### config.mk
export PLATFORM = sky130hd
export DESIGN_NAME = cmbre_ctrl
export DESIGN_NICKNAME = d
export VERILOG_FILES = /design/src/hdl/cmbre_pkg.sv /design/src/hdl/cmbre_ctrl.sv
export SDC_FILE = /design/constraint.sdc
export NUM_CORES = 1
export LEC_CHECK = 0
export ABC_AREA = 1
export BUFFER_PORTS_ARGS = -buffer_cell sky130_fd_sc_hd__buf_2
export CORE_AREA = 2 2 39 41
export CTS_CLUSTER_DIAMETER = 80
export DETAILED_ROUTE_END_ITERATION = 12
export DIE_AREA = 0 0 41 43
export PLACE_DENSITY_LB_ADDON = 0.05
export SLEW_MARGIN = 20
export SYNTH_ARGS = -nofsm -noshare
export SYNTH_HDL_FRONTEND = slang
export SYNTH_SLANG_ARGS = --single-unit
### constraint.sdc
create_clock -name i_clk -period 1.32 [get_ports i_clk]
set_input_delay 0.066 -clock i_clk [delete_from_list [all_inputs] [get_ports i_clk]]
set_output_delay 0.066 -clock i_clk [all_outputs]
set_load 0.05 [all_outputs]
### src/hdl/cmbre_pkg.sv
package cmbre_pkg;

    localparam logic [15:0] PROB_HALF = 16'd32768;
    localparam logic [15:0] PROB_MAX  = 16'd65535;
    localparam logic [17:0] PR_MAX    = 18'd262143;
    localparam int          SSE_COLS  = 17;
    localparam int          SSE_DEPTH = 8704;
    localparam int          O0_DEPTH  = 256;
    localparam int          O1_DEPTH  = 65536;

    typedef enum logic [3:0] {
        ST_CLEAR,
        ST_IDLE,
        ST_RD1,
        ST_P,
        ST_RD2,
        ST_INT,
        ST_PR,
        ST_MID,
        ST_RENORM,
        ST_UPD1,
        ST_UPD2,
        ST_END,
        ST_FLUSH
    } t_state;

    typedef struct packed {
        logic clr;          // clearing pass write
        logic start;        // take the input transaction
        logic rd1;          // read order-0 and both order-1 entries
        logic p_en;         // register mixed probability and sse base
        logic rd2;          // read the two sse entries
        logic prod_en;      // register interpolation product
        logic pr_en;        // register final probability
        logic mid_en;       // split the range
        logic renorm_shift; // move top byte to holding register
        logic out_hold;     // load output from holding register
        logic out_flush;    // load output from top byte of low
        logic out_last;     // last flag for the loaded byte
        logic upd1;         // write order-0, order-1 and first sse entry
        logic upd2;         // write second sse entry, step to next bit
        logic end_byte;     // update run count and history
        logic reset_regs;   // restore model state after flush
    } t_cmd;

    typedef struct packed {
        logic clr_done;
        logic renorm_need;
        logic hold_v;
        logic out_busy;
        logic bit_last;
        logic cnt_three;
    } t_sts;

    function automatic logic [15:0] adapt(input logic [15:0] v, input logic b,
                                          input int unsigned rate);
        logic [15:0] r;
        if (b) begin
            r = v + ((PROB_MAX - v) >> rate);
        end else begin
            r = v - (v >> rate);
        end
        return r;
    endfunction

endpackage

### src/hdl/cmbre_ctrl.sv
module cmbre_ctrl
    import cmbre_pkg::*;
(
    input  logic i_clk,
    input  logic i_rst_n,
    input  logic i_valid,
    input  logic i_op,
    input  t_sts i_sts,
    output t_cmd o_cmd,
    output logic o_ready
);

    t_state r_state;
    t_state n_state;

    always_ff @(posedge i_clk) begin
        if (!i_rst_n) begin
            r_state <= ST_CLEAR;
        end else begin
            r_state <= n_state;
        end
    end

    always_comb begin
        n_state = r_state;
        o_cmd   = '0;
        o_ready = 1'b0;
        case (r_state)
            ST_CLEAR: begin
                o_cmd.clr = 1'b1;
                if (i_sts.clr_done) begin
                    n_state = ST_IDLE;
                end
            end
            ST_IDLE: begin
                o_ready = 1'b1;
                if (i_valid) begin
                    o_cmd.start = 1'b1;
                    n_state = i_op ? ST_FLUSH : ST_RD1;
                end
            end
            ST_RD1: begin
                o_cmd.rd1 = 1'b1;
                n_state = ST_P;
            end
            ST_P: begin
                o_cmd.p_en = 1'b1;
                n_state = ST_RD2;
            end
            ST_RD2: begin
                o_cmd.rd2 = 1'b1;
                n_state = ST_INT;
            end
            ST_INT: begin
                o_cmd.prod_en = 1'b1;
                n_state = ST_PR;
            end
            ST_PR: begin
                o_cmd.pr_en = 1'b1;
                n_state = ST_MID;
            end
            ST_MID: begin
                o_cmd.mid_en = 1'b1;
                n_state = ST_RENORM;
            end
            ST_RENORM: begin
                if (i_sts.renorm_need) begin
                    if (!(i_sts.hold_v && i_sts.out_busy)) begin
                        o_cmd.renorm_shift = 1'b1;
                        o_cmd.out_hold = i_sts.hold_v;
                    end
                end else begin
                    n_state = ST_UPD1;
                end
            end
            ST_UPD1: begin
                o_cmd.upd1 = 1'b1;
                n_state = ST_UPD2;
            end
            ST_UPD2: begin
                o_cmd.upd2 = 1'b1;
                n_state = i_sts.bit_last ? ST_END : ST_RD1;
            end
            ST_END: begin
                if (!i_sts.hold_v) begin
                    o_cmd.end_byte = 1'b1;
                    n_state = ST_IDLE;
                end else if (!i_sts.out_busy) begin
                    o_cmd.out_hold = 1'b1;
                    o_cmd.out_last = 1'b1;
                    o_cmd.end_byte = 1'b1;
                    n_state = ST_IDLE;
                end
            end
            ST_FLUSH: begin
                if (!i_sts.out_busy) begin
                    o_cmd.out_flush = 1'b1;
                    o_cmd.out_last = i_sts.cnt_three;
                    if (i_sts.cnt_three) begin
                        o_cmd.reset_regs = 1'b1;
                        n_state = ST_CLEAR;
                    end
                end
            end
            default: begin
                n_state = ST_CLEAR;
            end
        endcase
    end

    a_ready_idle: assert property (@(posedge i_clk) disable iff (!i_rst_n)
        o_ready |-> (r_state == ST_IDLE))
        else $error("ready outside idle");

    a_flush_clear: assert property (@(posedge i_clk) disable iff (!i_rst_n)
        o_cmd.reset_regs |=> (r_state == ST_CLEAR))
        else $error("flush did not start clearing pass");

    a_bit_loop: assert property (@(posedge i_clk) disable iff (!i_rst_n)
        (r_state == ST_MID) |=> (r_state == ST_RENORM))
        else $error("range split not followed by renormalization");

endmodule

Word level (Yosys, flattened, before mapping) --
Cells that the tools add are included. Widths: inputs -> output; s select.
Operators by class: muxes and demuxes 36, reductions and logical operators 3, eq/ne operators 18
Operators with widths (number):
- $pmux 4 s13 | 1
- $mux 4 | 9
- $mux 1 | 21
- $eq 4x4->1 const B | 5
- $eq 4x3->1 const B | 4
- $ne 2x2->1 const B | 5
- $eq 4x2->1 const B | 2
- $mux 2 | 3
- $reduce_and 6->1 | 1
- $eq 4x1->1 const B | 1
- $logic_not 4->1 | 1
- $pmux 1 s2 | 2
- $ne 3x3->1 const B | 1
- $logic_and 1x1->1 | 1
Storage, ports and cells: output and inout port bits 17, register bits 4, word-level logic and storage cells 58, bits of input ports 10

Longest topological paths before layout --
depth after elaboration 4, depth in mapped cells 9, mapped depth without buffers 9

Worst setup path before layout --
No wires, ideal clock.
path type register -> output, start point reg r_state[3], end point out o_cmd[6] in the netlist's numbering, setup slack -0.264 ns, data required time 1.254 ns, arrival time 1.518 ns, path buffers 0, stages on the path, launching flop included 5, path through dfxtp_1 -> inv_1 -> nor2_2 -> nand2_1 -> a21oi_1
RTL lines:
- from (decl) | line cmbre_ctrl.sv:13 | t_state r_state;
- from (signal assigned) | line cmbre_ctrl.sv:20 | r_state <= n_state;
- to (decl) | line cmbre_ctrl.sv:9 | output t_cmd o_cmd,

==> results.yml <==
logic_synthesis:
  syn_area_um2: 478
  yosysSeqAreaShare_pct: 16.8
  avgSynthCellArea_um2: 4.88
  netlist_instances: 98
  netlist_top_cells_count: "nand2_1 (30), inv_1 (24), nor2_1 (17), nand3_1 (12), nor2_2 (5)"
  async_reset_ff_share_pct: 0
  syn_nets: 108
  ys_types: 11
  synth_most_common_cell: "nand2_1"
  synth_area_leader_cell: "nand2_1"
  ys.flop_type: "dfxtp_1"
  ys_seq_elements: 4
  ys_warn_count: 0
  synthTopCellsByArea: "nand2_1 (24%), inv_1 (19%), dfxtp_1 (17%), nor2_1 (13%), nand3_1 (13%)"
  synth.top_cell.area_share_pct: 23.6
  synth_edf_count: 0
routing:
  routed_wl_mm: 1.27
  drc: 0
  drtPass1Iterations: 4
  antenna_left: 0
  dr_total_vias: 665
  wl_per_cell_um: 8.78
  drt_iter0_drc: 8
  routed_via_density: 4.59
final_layout:
  diodes: 0
  regMostFlops: "r_state"
  fillers: 155
  drive_above_1_share_pct: 42.6
  top_regs: "r_state: 4 flops"
  largest_reg_flops: 4
  seq_area_um2: 92.6
  multi_input_area_um2: 362
  nets: 141
  area_growth_syn_to_layout_pct: 66.0
power_and_ir_drop:
  irDropWorstVdd_mv: 0.914
  powerDensity_mw_per_mm2: 2130
  leakage_nw: 0.521
  power_mw: 1.69
worst_hold_path:
  holdPathEnd: "r_state[1]$_SDFFE_PN0P_"
  hp-class: "primary input to flop"
  hold_path_depth: 3
  holdCritStartpoint: "i_rst_n"
timing:
  fin_ws_ns: -0.000454
  tns_ns: -0.000454
  period_needed_ns: 1.32
  timing.final.crit_share_pct: 100
  whs_ns: 0.0708
  rsz0062_at_grt: "true"
  hold_viol: 0
  fmax_ghz: 0.757
  report.final.slew_viol_count: 0
  tightest_slew_ns: 0.222
  finalClockSkew_ns: 0.00263
  setup_violations: 1
  max_slew_margin_pct: 85.1
placed_design:
  port_buffers: 26
  dpl.hpwl_mm: 1.07
  place_ws_ns: 0.00858
  gp_congestion: 0.789
global_routing:
  grt_pass1_vias: 537
  grt_pass1_wl_mm: 2.00
  busiest_layer: "met2"
  use_met3_pct: 1.57
  grt_start_max_net_pins: 9
  met2_usage_pct: 26.3
  grt.overflow.total: 0
  grt_util_met1_pct: 19.2
  antenna_found_initial: 0
  gr-usage-all-layers_pct: 16.8
clock_network:
  cts_tree: "done"
  cts_buffers: 3
  root_buffer: "clkbuf_4"
  clk_pin_slew_ns: 0.04
  cts_max_level: 1
  clockBufferDepth: 2
  worstSkewPairLatency_ns: 0.24
  cts_sinks: 4
setup_path:
  critPathCaptureType: "output pin"
  timing.rr.end: "r_state[0]$_SDFFE_PN0P_"
  path_max_fanout: 7
  worstSetupStartpointType: "flop"
  criticalPathCategory: "flop to output pin"
  cp.arrival_ns: 1.25
  r2r_start: "r_state[0]$_SDFFE_PN0P_"
  required_ns: 1.25
  reg2regPathDepth: 9
  reg2reg_slack_ns: 0.11
die:
  core_area_mm2: 0.00138
  start_util_pct: 34.5
  io_pins: 27
  die-area_mm2: 0.00176
  die_h_um: 43
  rows: 14
  die_width_um: 41
status:
  failed_checks: "negative setup slack"
  outcome: "finished with violations"
flow_run:
  cap_violations: 0
worst max-delay path by stage:
stage	start	end	slack [ns]	depth (start not counted)
after floorplan	r_state[3]$_SDFFE_PN0P_	o_cmd[6]	-0.26	4
after global placement	r_state[3]$_SDFFE_PN0P_	o_cmd[6]	0.03	5
after detailed placement	r_state[3]$_SDFFE_PN0P_	o_cmd[6]	0.009	5
after CTS	r_state[3]$_SDFFE_PN0P_	o_cmd[6]	-0.05	5
after global routing	r_state[0]$_SDFFE_PN0P_	o_cmd[4]	-0.06	4
final	r_state[0]$_SDFFE_PN0P_	o_cmd[4]	-0.0005	4
final cells by class:
class	instances	share of cell area, %
timing repair buffer	28	26.0
tap	16	2.52
multi-input combinational	70	45.6
inverter	24	11.4
clock buffer	3	2.84
sequential	4	11.7
per-stage QoR:
stage | util [%] | area [µm²] | cells
3_3_place_gp | 46.1 | 638 | 140
5_1_grt | 57.3 | 793 | 145
2_1_floorplan | - | 488 | 98
6_report | 57.3 | 793 | 145
3_5_place_dp | 46.1 | 638 | 140
4_1_cts | 53.3 | 738 | 145
cells in the final DEF, fill, tap and decap left out, types with 3 or more instances in the layout:
master	instances
nor2_2	7
nand3_1	11
inv_1	22
buf_4	12
buf_6	5
nand2_2	4
clkbuf_4	5
nor2_1	11
buf_2	9
nor2_4	4
dfxtp_4	3
nand2_1	26
metal layers:
metal  wire, µm  share of wire (%)  vias to the layer above
li1           -                  -                      358
met2        603                 47                       20
met3         61                4.8                        7
met1        553                 43                      280
met5          0                  0                        -
met4         55                4.3                        0
what timing repair did:
action                     in CTS  in global routing
buffers inserted                2                  0
pin swaps                       4                  3
setup endpoints to repair      17                 19
hold buffers                    0                  0
resized for setup              25                 20
worst max-delay path: stages, from the launching register on:
cell and delay, ns:
dfxtp_4 0.35, nor2_4 0.19, nand2_2 0.10, o22ai_1 0.15
buf_4 0.22
kinds of logic (layout without fill, tap and decap cells):
kind of cell / Yosys count / in the layout / synth area share, %
AO/OA/AOI/OAI: 4 / 4 / 4.98
buffers and inverters: 24 / 55 / 18.8
flip-flops: 4 / 4 / 16.8
AND/OR/NAND/NOR: 66 / 66 / 59.4
where the power goes:
| part | internal (mW) | total, mW | switching (mW) |
|---|---|---|---|
| Combinational | 0.410 | 1.26 | 0.849 |
| Sequential | 0.195 | 0.279 | 0.0837 |
| Clock | 0.102 | 0.153 | 0.0512 |
| Total | 0.707 | 1.69 | 0.984 |
No activity file was read; power rests on OpenSTA's default activity.
